## src/design/ebms_pkg.sv

```systemverilog
// Shared constants, codes and types of the exact block match scanner.
package ebms_pkg;

   localparam int PATTERN_MAX   = 64;
   localparam int POSITION_BITS = 32;
   localparam int LEN_BITS      = $clog2(PATTERN_MAX + 1);
   localparam int OFFSET_BITS   = 32;
   localparam int COUNT_BITS    = 32;
   localparam int CSR_ADDR_BITS = 3;
   localparam int CSR_DATA_BITS = 32;
   localparam int QUEUE_DEPTH   = 4;
   localparam int QPTR_BITS     = $clog2(QUEUE_DEPTH);
   localparam int QCNT_BITS     = $clog2(QUEUE_DEPTH + 1);

   localparam logic MODE_PATTERN = 1'b0;
   localparam logic MODE_TEXT    = 1'b1;

   localparam logic KIND_MATCH   = 1'b0;
   localparam logic KIND_SUMMARY = 1'b1;

   localparam logic CSR_REPORT_ALL = 1'b0;

   localparam logic [COUNT_BITS-1:0] COUNT_MAX = '1;
   localparam logic [POSITION_BITS-1:0] POSITION_MAX = '1;

   typedef enum logic [1:0] {
      STATUS_FOUND     = 2'd0,
      STATUS_NOT_FOUND = 2'd1,
      STATUS_AMBIGUOUS = 2'd2
   } status_type;

   typedef struct packed {
      logic pat_shift;
      logic txt_shift;
      logic txt_clear;
   } cell_ctl_type;

   typedef struct packed {
      logic                mode;
      logic                last;
      logic                hit;
      logic [LEN_BITS-1:0] length;
   } item_type;

   typedef struct packed {
      logic                   kind;
      logic [OFFSET_BITS-1:0] offset;
      logic [COUNT_BITS-1:0]  count;
      status_type             status;
      logic                   done_res;
   } result_type;

endpackage

```

## src/design/exact_block_match_scanner.sv

```systemverilog
// Top level of the exact block match scanner: cell chain, bookkeeping and result queue.
// A match report or summary is registered in the s1 stage, then in the result queue.
// One beat per cycle while the result queue has room; the compare is combinational.
// A last text beat that itself completes a match while every match is reported yields
// two results, which drain one per cycle while rsp_ready is high.
// Reset is synchronous and clears the pattern length, scan state and the report-all flag.
module exact_block_match_scanner (
   input  logic                                clock,
   input  logic                                reset,
   input  logic                                req_valid,
   output logic                                req_ready,
   input  logic                                req_mode,
   input  logic [7:0]                          req_data,
   input  logic                                req_last,
   output logic                                rsp_valid,
   input  logic                                rsp_ready,
   output logic                                rsp_kind,
   output logic [ebms_pkg::OFFSET_BITS-1:0]    rsp_offset,
   output logic [ebms_pkg::COUNT_BITS-1:0]     rsp_count,
   output logic [1:0]                          rsp_status,
   output logic                                rsp_done_res,
   input  logic                                csr_psel,
   input  logic                                csr_penable,
   input  logic                                csr_pwrite,
   input  logic [ebms_pkg::CSR_ADDR_BITS-1:0]  csr_paddr,
   input  logic [ebms_pkg::CSR_DATA_BITS-1:0]  csr_pwdata,
   output logic [ebms_pkg::CSR_DATA_BITS-1:0]  csr_prdata,
   output logic                                csr_pready
);

   logic                           allow_ff, allow_in;
   logic                           restart_ff, restart_in;
   logic [ebms_pkg::LEN_BITS-1:0]  length_ff, length_in;
   logic                           s1_valid_ff, s1_valid_in;
   ebms_pkg::item_type             s1_ff, s1_in;

   ebms_pkg::cell_ctl_type         ctl;
   logic [7:0]                     pat [ebms_pkg::PATTERN_MAX];
   logic [7:0]                     win [ebms_pkg::PATTERN_MAX];
   logic [ebms_pkg::PATTERN_MAX-1:0] mask;
   logic [ebms_pkg::PATTERN_MAX-1:0] fill;
   logic [ebms_pkg::PATTERN_MAX-1:0] ok;

   logic                           req_fire;
   logic                           pat_beat;
   logic                           txt_beat;
   logic                           pat_full;
   logic                           hit;
   logic                           advance;
   logic                           room;
   logic                           push0;
   logic                           push1;
   ebms_pkg::result_type           res0;
   ebms_pkg::result_type           res1;
   ebms_pkg::result_type           head;
   logic                           csr_hit;

   assign req_fire = req_valid && req_ready;
   assign pat_beat = req_fire && (req_mode == ebms_pkg::MODE_PATTERN);
   assign txt_beat = req_fire && (req_mode == ebms_pkg::MODE_TEXT);
   assign pat_full = mask[ebms_pkg::PATTERN_MAX-1] && !restart_ff;

   assign ctl.pat_shift = pat_beat && !pat_full;
   assign ctl.txt_shift = txt_beat;
   assign ctl.txt_clear = pat_beat || (txt_beat && req_last);

   for (genvar j = 0; j < ebms_pkg::PATTERN_MAX; j++) begin : g_cell
      if (j == 0) begin : g_head
         ebms_cell u_cell (
            .clock     (clock),
            .reset     (reset),
            .ctl       (ctl),
            .pat_prev  (req_data),
            .mask_prev (1'b1),
            .win_prev  (req_data),
            .fill_prev (1'b1),
            .pat       (pat[j]),
            .mask      (mask[j]),
            .win       (win[j]),
            .fill      (fill[j]),
            .ok        (ok[j])
         );
      end else begin : g_body
         ebms_cell u_cell (
            .clock     (clock),
            .reset     (reset),
            .ctl       (ctl),
            .pat_prev  (pat[j-1]),
            .mask_prev (mask[j-1] && !restart_ff),
            .win_prev  (win[j-1]),
            .fill_prev (fill[j-1]),
            .pat       (pat[j]),
            .mask      (mask[j]),
            .win       (win[j]),
            .fill      (fill[j]),
            .ok        (ok[j])
         );
      end
   end

   assign hit = mask[0] && (&ok);

   assign advance   = s1_valid_ff && room;
   assign req_ready = !s1_valid_ff || advance;

   always_comb begin
      length_in  = length_ff;
      restart_in = restart_ff;
      if (pat_beat) begin
         if (restart_ff) begin
            length_in = ebms_pkg::LEN_BITS'(1);
         end else if (!pat_full) begin
            length_in = length_ff + ebms_pkg::LEN_BITS'(1);
         end
         restart_in = req_last;
      end

      s1_valid_in = req_fire || (s1_valid_ff && !advance);
      s1_in       = s1_ff;
      if (req_fire) begin
         s1_in.mode   = req_mode;
         s1_in.last   = req_last;
         s1_in.hit    = hit;
         s1_in.length = length_ff;
      end

      csr_hit  = csr_psel && csr_penable && csr_pwrite && csr_pready;
      allow_in = allow_ff;
      if (csr_hit && (csr_paddr[2] == ebms_pkg::CSR_REPORT_ALL)) begin
         allow_in = csr_pwdata[0];
      end
   end

   always_ff @(posedge clock) begin
      s1_ff <= s1_in;
      if (reset) begin
         allow_ff    <= 1'b0;
         restart_ff  <= 1'b1;
         length_ff   <= '0;
         s1_valid_ff <= 1'b0;
      end else begin
         allow_ff    <= allow_in;
         restart_ff  <= restart_in;
         length_ff   <= length_in;
         s1_valid_ff <= s1_valid_in;
      end
   end

   ebms_tally u_tally (
      .clock   (clock),
      .reset   (reset),
      .item    (s1_ff),
      .advance (advance),
      .allow   (allow_ff),
      .push0   (push0),
      .push1   (push1),
      .res0    (res0),
      .res1    (res1)
   );

   ebms_queue u_queue (
      .clock (clock),
      .reset (reset),
      .push0 (push0),
      .push1 (push1),
      .data0 (res0),
      .data1 (res1),
      .pop   (rsp_ready),
      .room  (room),
      .valid (rsp_valid),
      .head  (head)
   );

   assign rsp_kind     = head.kind;
   assign rsp_offset   = head.offset;
   assign rsp_count    = head.count;
   assign rsp_status   = head.status;
   assign rsp_done_res = head.done_res;

   assign csr_pready = 1'b1;
   assign csr_prdata = (csr_paddr[2] == ebms_pkg::CSR_REPORT_ALL)
                       ? ebms_pkg::CSR_DATA_BITS'(allow_ff) : '0;

endmodule

```

## src/design/ebms_cell.sv

```systemverilog
// One cell of the scan chain: a pattern byte, a text window byte and their compare.
module ebms_cell (
   input  logic                  clock,
   input  logic                  reset,
   input  ebms_pkg::cell_ctl_type ctl,
   input  logic [7:0]            pat_prev,
   input  logic                  mask_prev,
   input  logic [7:0]            win_prev,
   input  logic                  fill_prev,
   output logic [7:0]            pat,
   output logic                  mask,
   output logic [7:0]            win,
   output logic                  fill,
   output logic                  ok
);

   logic [7:0] pat_ff, pat_in;
   logic       mask_ff, mask_in;
   logic [7:0] win_ff, win_in;
   logic       fill_ff, fill_in;

   always_comb begin
      pat_in  = pat_ff;
      mask_in = mask_ff;
      win_in  = win_ff;
      fill_in = fill_ff;
      if (ctl.pat_shift) begin
         pat_in  = pat_prev;
         mask_in = mask_prev;
      end
      if (ctl.txt_shift) begin
         win_in  = win_prev;
         fill_in = fill_prev;
      end
      if (ctl.txt_clear) begin
         fill_in = 1'b0;
      end
   end

   always_ff @(posedge clock) begin
      pat_ff <= pat_in;
      win_ff <= win_in;
      if (reset) begin
         mask_ff <= 1'b0;
         fill_ff <= 1'b0;
      end else begin
         mask_ff <= mask_in;
         fill_ff <= fill_in;
      end
   end

   // The compare looks at the byte that this beat shifts into the cell.
   assign ok   = !mask_ff || (fill_prev && (win_prev == pat_ff));
   assign pat  = pat_ff;
   assign mask = mask_ff;
   assign win  = win_ff;
   assign fill = fill_ff;

endmodule

```

## src/design/ebms_tally.sv

```systemverilog
// Match bookkeeping: skip window, position, count, first offset and result building.
module ebms_tally (
   input  logic                  clock,
   input  logic                  reset,
   input  ebms_pkg::item_type    item,
   input  logic                  advance,
   input  logic                  allow,
   output logic                  push0,
   output logic                  push1,
   output ebms_pkg::result_type  res0,
   output ebms_pkg::result_type  res1
);

   logic [ebms_pkg::POSITION_BITS-1:0] pos_ff, pos_in;
   logic [ebms_pkg::LEN_BITS-1:0]      skip_ff, skip_in;
   logic [ebms_pkg::COUNT_BITS-1:0]    total_ff, total_in;
   logic [ebms_pkg::POSITION_BITS-1:0] first_ff, first_in;

   logic                               is_text;
   logic                               match;
   logic                               summary;
   logic                               report;
   logic [ebms_pkg::POSITION_BITS-1:0] start;
   logic [ebms_pkg::COUNT_BITS-1:0]    total_new;
   logic [ebms_pkg::POSITION_BITS-1:0] first_new;
   ebms_pkg::status_type               status;
   ebms_pkg::result_type               rep_res;
   ebms_pkg::result_type               sum_res;

   always_comb begin
      is_text   = (item.mode == ebms_pkg::MODE_TEXT);
      match     = is_text && (skip_ff == '0) && item.hit;
      summary   = is_text && item.last;
      report    = match && allow;
      start     = pos_ff + ebms_pkg::POSITION_BITS'(1)
                  - ebms_pkg::POSITION_BITS'(item.length);
      total_new = total_ff;
      if (match && (total_ff != ebms_pkg::COUNT_MAX)) begin
         total_new = total_ff + ebms_pkg::COUNT_BITS'(1);
      end
      first_new = (match && (total_ff == '0)) ? start : first_ff;

      if (total_new == '0) begin
         status = ebms_pkg::STATUS_NOT_FOUND;
      end else if (!allow && (total_new >= ebms_pkg::COUNT_BITS'(2))) begin
         status = ebms_pkg::STATUS_AMBIGUOUS;
      end else begin
         status = ebms_pkg::STATUS_FOUND;
      end

      rep_res.kind     = ebms_pkg::KIND_MATCH;
      rep_res.offset   = ebms_pkg::OFFSET_BITS'(start);
      rep_res.count    = total_new;
      rep_res.status   = ebms_pkg::STATUS_FOUND;
      rep_res.done_res = 1'b0;

      sum_res.kind     = ebms_pkg::KIND_SUMMARY;
      sum_res.offset   = (total_new != '0) ? ebms_pkg::OFFSET_BITS'(first_new) : '0;
      sum_res.count    = total_new;
      sum_res.status   = status;
      sum_res.done_res = 1'b1;

      res0  = report ? rep_res : sum_res;
      res1  = sum_res;
      push0 = advance && (report || summary);
      push1 = advance && report && summary;

      pos_in   = pos_ff;
      skip_in  = skip_ff;
      total_in = total_ff;
      first_in = first_ff;
      if (advance) begin
         if (!is_text || item.last) begin
            pos_in   = '0;
            skip_in  = '0;
            total_in = '0;
            first_in = '0;
         end else begin
            if (pos_ff != ebms_pkg::POSITION_MAX) begin
               pos_in = pos_ff + ebms_pkg::POSITION_BITS'(1);
            end
            if (match) begin
               skip_in = item.length - ebms_pkg::LEN_BITS'(1);
            end else if (skip_ff != '0) begin
               skip_in = skip_ff - ebms_pkg::LEN_BITS'(1);
            end
            total_in = total_new;
            first_in = first_new;
         end
      end
   end

   always_ff @(posedge clock) begin
      if (reset) begin
         pos_ff   <= '0;
         skip_ff  <= '0;
         total_ff <= '0;
         first_ff <= '0;
      end else begin
         pos_ff   <= pos_in;
         skip_ff  <= skip_in;
         total_ff <= total_in;
         first_ff <= first_in;
      end
   end

endmodule

```

## src/design/ebms_queue.sv

```systemverilog
// Result queue that takes up to two results per cycle and hands out one per cycle while popped.
module ebms_queue (
   input  logic                 clock,
   input  logic                 reset,
   input  logic                 push0,
   input  logic                 push1,
   input  ebms_pkg::result_type data0,
   input  ebms_pkg::result_type data1,
   input  logic                 pop,
   output logic                 room,
   output logic                 valid,
   output ebms_pkg::result_type head
);

   ebms_pkg::result_type            entry_ff [ebms_pkg::QUEUE_DEPTH];
   logic [ebms_pkg::QPTR_BITS-1:0]  wr_ff, wr_in;
   logic [ebms_pkg::QPTR_BITS-1:0]  rd_ff, rd_in;
   logic [ebms_pkg::QCNT_BITS-1:0]  cnt_ff, cnt_in;
   logic [ebms_pkg::QPTR_BITS-1:0]  wr_next;
   logic                            do_pop;

   always_comb begin
      do_pop  = pop && (cnt_ff != '0);
      wr_next = wr_ff + ebms_pkg::QPTR_BITS'(1);
      wr_in   = wr_ff + ebms_pkg::QPTR_BITS'(push0) + ebms_pkg::QPTR_BITS'(push1);
      rd_in   = rd_ff + ebms_pkg::QPTR_BITS'(do_pop);
      cnt_in  = cnt_ff + ebms_pkg::QCNT_BITS'(push0) + ebms_pkg::QCNT_BITS'(push1)
                - ebms_pkg::QCNT_BITS'(do_pop);
   end

   always_ff @(posedge clock) begin
      if (push0) begin
         entry_ff[wr_ff] <= data0;
      end
      if (push1) begin
         entry_ff[wr_next] <= data1;
      end
      if (reset) begin
         wr_ff  <= '0;
         rd_ff  <= '0;
         cnt_ff <= '0;
      end else begin
         wr_ff  <= wr_in;
         rd_ff  <= rd_in;
         cnt_ff <= cnt_in;
      end
   end

   assign room  = (cnt_ff <= ebms_pkg::QCNT_BITS'(ebms_pkg::QUEUE_DEPTH - 2));
   assign valid = (cnt_ff != '0);
   assign head  = entry_ff[rd_ff];

endmodule
```

## config.mk

```make
export PLATFORM = sky130hd
export DESIGN_NAME = exact_block_match_scanner
export DESIGN_NICKNAME = d
export VERILOG_FILES = /design/src/design/ebms_pkg.sv /design/src/design/exact_block_match_scanner.sv /design/src/design/ebms_cell.sv /design/src/design/ebms_tally.sv /design/src/design/ebms_queue.sv
export SDC_FILE = /design/constraint.sdc
export NUM_CORES = 2
export LEC_CHECK = 0
export ABC_AREA = 1
export BUFFER_PORTS_ARGS = -buffer_cell sky130_fd_sc_hd__buf_2
export CAP_MARGIN = 5
export CORE_UTILIZATION = 62
export DETAILED_ROUTE_END_ITERATION = 16
export GPL_ROUTABILITY_DRIVEN = 0
export PLACE_DENSITY = 0.79
export SLEW_MARGIN = 0
export SYNTH_ARGS = -nofsm -noshare
export SYNTH_HDL_FRONTEND = slang
export SYNTH_SLANG_ARGS = --single-unit
```

## constraint.sdc

```tcl
create_clock -name clock -period 26.6 [get_ports clock]
set_clock_uncertainty 0.1 [all_clocks]
set_input_delay 5.32 -clock clock [delete_from_list [all_inputs] [get_ports clock]]
set_output_delay 5.32 -clock clock [all_outputs]
set_load 0.01 [all_outputs]
```

==> metrics.yaml <==
share_of_synthesized_flip_flops_with_an_asynchronous_set_or_reset_pct: 0
rsz0062_at_grt: "false"
max_cap_viol_count: 0
grt_max_degree: 182
worst_slew_margin_rel_pct: 14.14
post-route-drc-count: 0
fin_crit_ps: 11070
ctsLongestPathBuffers: 3
areal_power_density_over_the_cells_nw_per_um2: 77.41
die_area_sq_um: 105800
cts.repair_timing.setup_buffer_count: 0
timing.fmax_mhz: 90.35
via_count: 42460
cts.sink_count: 1541
setup_violations: 0
seq_area_sq_um: 43770
worstSkewPairLatency_ps: 770
final_core_utilization_pct: 68.74
multi_input_comb_area_sq_um: 18080
grtUsageTotal_pct: 26.30
n_fill_cell: 7094
clkTransAtPathRegs_ps: 60
power.static_leakage_nw: 25.91
io_buffer_count: 89
setup_total_negative_slack_ps: 0
ys_types: 59
synth_warnings: 0
floorplan.initialDensity_pct: 62.53
post_cts.resized_instances: 0
cell_area_after_technology_mapping_sq_um: 64810
layout.cell_area.non_filler_sq_um: 71250
flow.area_growth_from_synthesis_pct: 9.939
place_area_sq_um: 66310
synth_sequential_area_ratio_pct: 67.53
detailedRoute.firstPassIterationCount: 8
synth_top_cells_by_area: "sky130_fd_sc_hd__edfxtp_1 60%, sky130_fd_sc_hd__dfxtp_1 7.8%, sky130_fd_sc_hd__nand2_1 7.3%"
critPathKind: "input port to primary output"
slew_viol_final: 0
grt_first_pass_wirelength_microns: 218800
die_w_microns: 325.3
number_of_h_tree_levels: 4
min_path_type: "flip-flop to flip-flop"
avgViaCountPerCell: 5.754
crit_chain: "buf_2 > nor2_1 > buf_2"
worstPathMaxFanout: 3
tritoncts.num_buffers: 150
peakVddDrop_mv: 0.06999
crit_path_end_kind: "primary output"
synth.avg_cell_area_sq_um: 11.23
cts_tree: "yes"
synth.ff_latch_count: 1541
post_synth_inst_count: 5770
cp_data_required_time_ps: 21180
number_of_hold_violations_in_the_final_report: 0
ant_cells: 0
dpl.hpwl_microns: 86960
drt_first_iter_violations: 4475
num_io_pins: 155
edff_count_synth: 1290
number_of_global_route_vias_before_repair: 41370
worst_path_max_delay_cell: "sky130_fd_sc_hd__buf_2"
yosysTopAreaCellShare_pct: 59.77
drive_above_1_share_pct: 9.552
clock-root-buffer: "sky130_fd_sc_hd__clkbuf_16"
antenna_found_initial: 3
setup.reg_to_reg.worst_slack_ps: 20580
post_drt_wl_per_cell_microns: 19.01
yosys_most_used_dff: "sky130_fd_sc_hd__edfxtp_1"
cp-start-kind: "input port"
die_h_microns: 325.3
outcome: "finished, final reports clean"
timing_worst_slew_pin_value_ps: 1288
routed_wl_microns: 140300
design.final.nets: 5941
globalRouteOverflowTotal: 0
post-route-period-util_pct: 41.61
cell_taking_the_most_area_after_synthesis: "sky130_fd_sc_hd__edfxtp_1"
critPathArrivalTime_ps: 5650
drt.antenna.violating_nets: 0
core_region_area_sq_um: 103600
cp_common_cell: "sky130_fd_sc_hd__buf_2"
cpPeakStageDelay_ps: 130
cts_hold_repair.buffers: 0
row_count: 118
==> registers in the layout, indices dropped and copies added, names as in the netlist <==
register and flops:
restart_ff 1, g_cell.g_body.u_cell.mask 63, u_tally.first_ff 32, u_tally.total_ff 32, length_ff 7, g_cell.g_head.u_cell.mask 1
g_cell.g_head.u_cell.fill 1, u_tally.skip_ff 7, g_cell.g_head.u_cell.pat 8, u_queue.wr_ff 2, s1_ff 10, u_tally.pos_ff 32
s1_valid_ff 1, u_queue.entry_ff 268, g_cell.g_head.u_cell.win 8, u_queue.rd_ff 2, allow_ff 1, u_queue.cnt_ff 3
g_cell.g_body.u_cell.fill 62, g_cell.g_body.u_cell.pat 504, g_cell.g_body.u_cell.win 496
==> synth_stat cells, types with 11 or more instances <==
master                      number
sky130_fd_sc_hd__nand4_1        95
sky130_fd_sc_hd__buf_2          22
sky130_fd_sc_hd__a21oi_1       177
sky130_fd_sc_hd__nor4_1         19
sky130_fd_sc_hd__o21ai_0       240
sky130_fd_sc_hd__a22oi_1        71
sky130_fd_sc_hd__ha_1           15
sky130_fd_sc_hd__nor2_2         19
sky130_fd_sc_hd__edfxtp_1     1290
sky130_fd_sc_hd__o22ai_1        75
sky130_fd_sc_hd__clkbuf_1      112
sky130_fd_sc_hd__dfxtp_1       251
sky130_fd_sc_hd__nor2_1        517
sky130_fd_sc_hd__o41ai_1        42
sky130_fd_sc_hd__inv_1         506
sky130_fd_sc_hd__o2111ai_1      14
sky130_fd_sc_hd__nor3_1         28
sky130_fd_sc_hd__buf_4          39
sky130_fd_sc_hd__nand2_2        19
sky130_fd_sc_hd__nand3_1       336
sky130_fd_sc_hd__xnor2_1       212
sky130_fd_sc_hd__xor2_1        137
sky130_fd_sc_hd__or2_2         130
sky130_fd_sc_hd__o21ai_1        21
sky130_fd_sc_hd__nand2_1      1258
sky130_fd_sc_hd__buf_1          11
==> cell type report <==
cell class | instances | area share (%)
Clock buffer | 207 | 5.955
Multi-Input combinational cell | 3532 | 25.38
Clock inverter | 74 | 0.9834
Tap cell | 1380 | 2.423
Timing Repair Buffer | 128 | 1.080
Sequential cell | 1541 | 61.43
Inverter | 517 | 2.750
==> worst max-delay path, delay by kind of cell <==
family | cells | cell delay (ps)
buf+inv | 2 | 240
simple gates | 1 | 80
==> worst paths after layout <==
check,from,endpoint,cells after the start
worst min-delay path,length_ff[5]$_SDFFE_PP0P_,s1_ff[5]$_DFFE_PP_,0
worst min register to register,length_ff[5]$_SDFFE_PP0P_,s1_ff[5]$_DFFE_PP_,0
worst max register to register,u_queue.cnt_ff[1]$_SDFF_PP0_,g_cell[46].g_body.u_cell.win[3]$_DFFE_PP_,12
worst max-delay path,csr_paddr[2],csr_prdata[0],3
==> layout by cell type, fill, tap and decap left out, types with 95 or more instances in the layout <==
cell / netlist / layout
sky130_fd_sc_hd__nand3_1: 336 / 336
sky130_fd_sc_hd__edfxtp_1: 1290 / 1290
sky130_fd_sc_hd__o21ai_0: 240 / 237
sky130_fd_sc_hd__or2_2: 130 / 130
sky130_fd_sc_hd__nand2_1: 1258 / 1257
sky130_fd_sc_hd__nor2_1: 517 / 513
sky130_fd_sc_hd__dfxtp_1: 251 / 249
sky130_fd_sc_hd__xnor2_1: 212 / 212
sky130_fd_sc_hd__a21oi_1: 177 / 177
sky130_fd_sc_hd__inv_1: 506 / 505
sky130_fd_sc_hd__nand4_1: 95 / 95
sky130_fd_sc_hd__clkbuf_16: 0 / 154
sky130_fd_sc_hd__xor2_1: 137 / 137
==> through the flow <==
stage	instances	hold WS (ps)	total power, W	setup WS, ps
detailed placement	7098	319.8	0.003451	15530
CTS	7379	338.8	0.005538	15530
floorplan	5800	308.2	0.003338	5695
finish	7379	339.2	0.005515	15530
global placement	7098	316.6	0.003429	15520
global route	7379	350.7	0.005694	15480
==> cells by family (layout without fill, tap and decap cells) <==
kind of cell | count (synthesis) | in the layout | share of synthesized area [%]
xor+xnor | 349 | 349 | 4.716
other cells | 2 | 32 | 0.01159
compound gates | 676 | 676 | 6.134
buf+inv | 727 | 926 | 4.875
fa+ha+maj | 19 | 19 | 0.4132
flops | 1541 | 1541 | 67.53
simple gates | 2456 | 2456 | 16.33
==> report_power, final <==
part           switching, W  internal (W)
clock              0.000906       0.00120
sequential        0.0000816       0.00275
combinational      0.000417      0.000164
==> per-layer routing <==
layer | wire, microns | vias up | global-route usage [%]
met5 | 16 | - | 0
met1 | 53150 | 20330 | 32.98
met3 | 10640 | 373 | 4.232
met4 | 4832 | 4 | 10.22
met2 | 71620 | 1868 | 45.77
li1 | - | 19880 | -
Note: power is estimated with default switching activity, not from simulation.
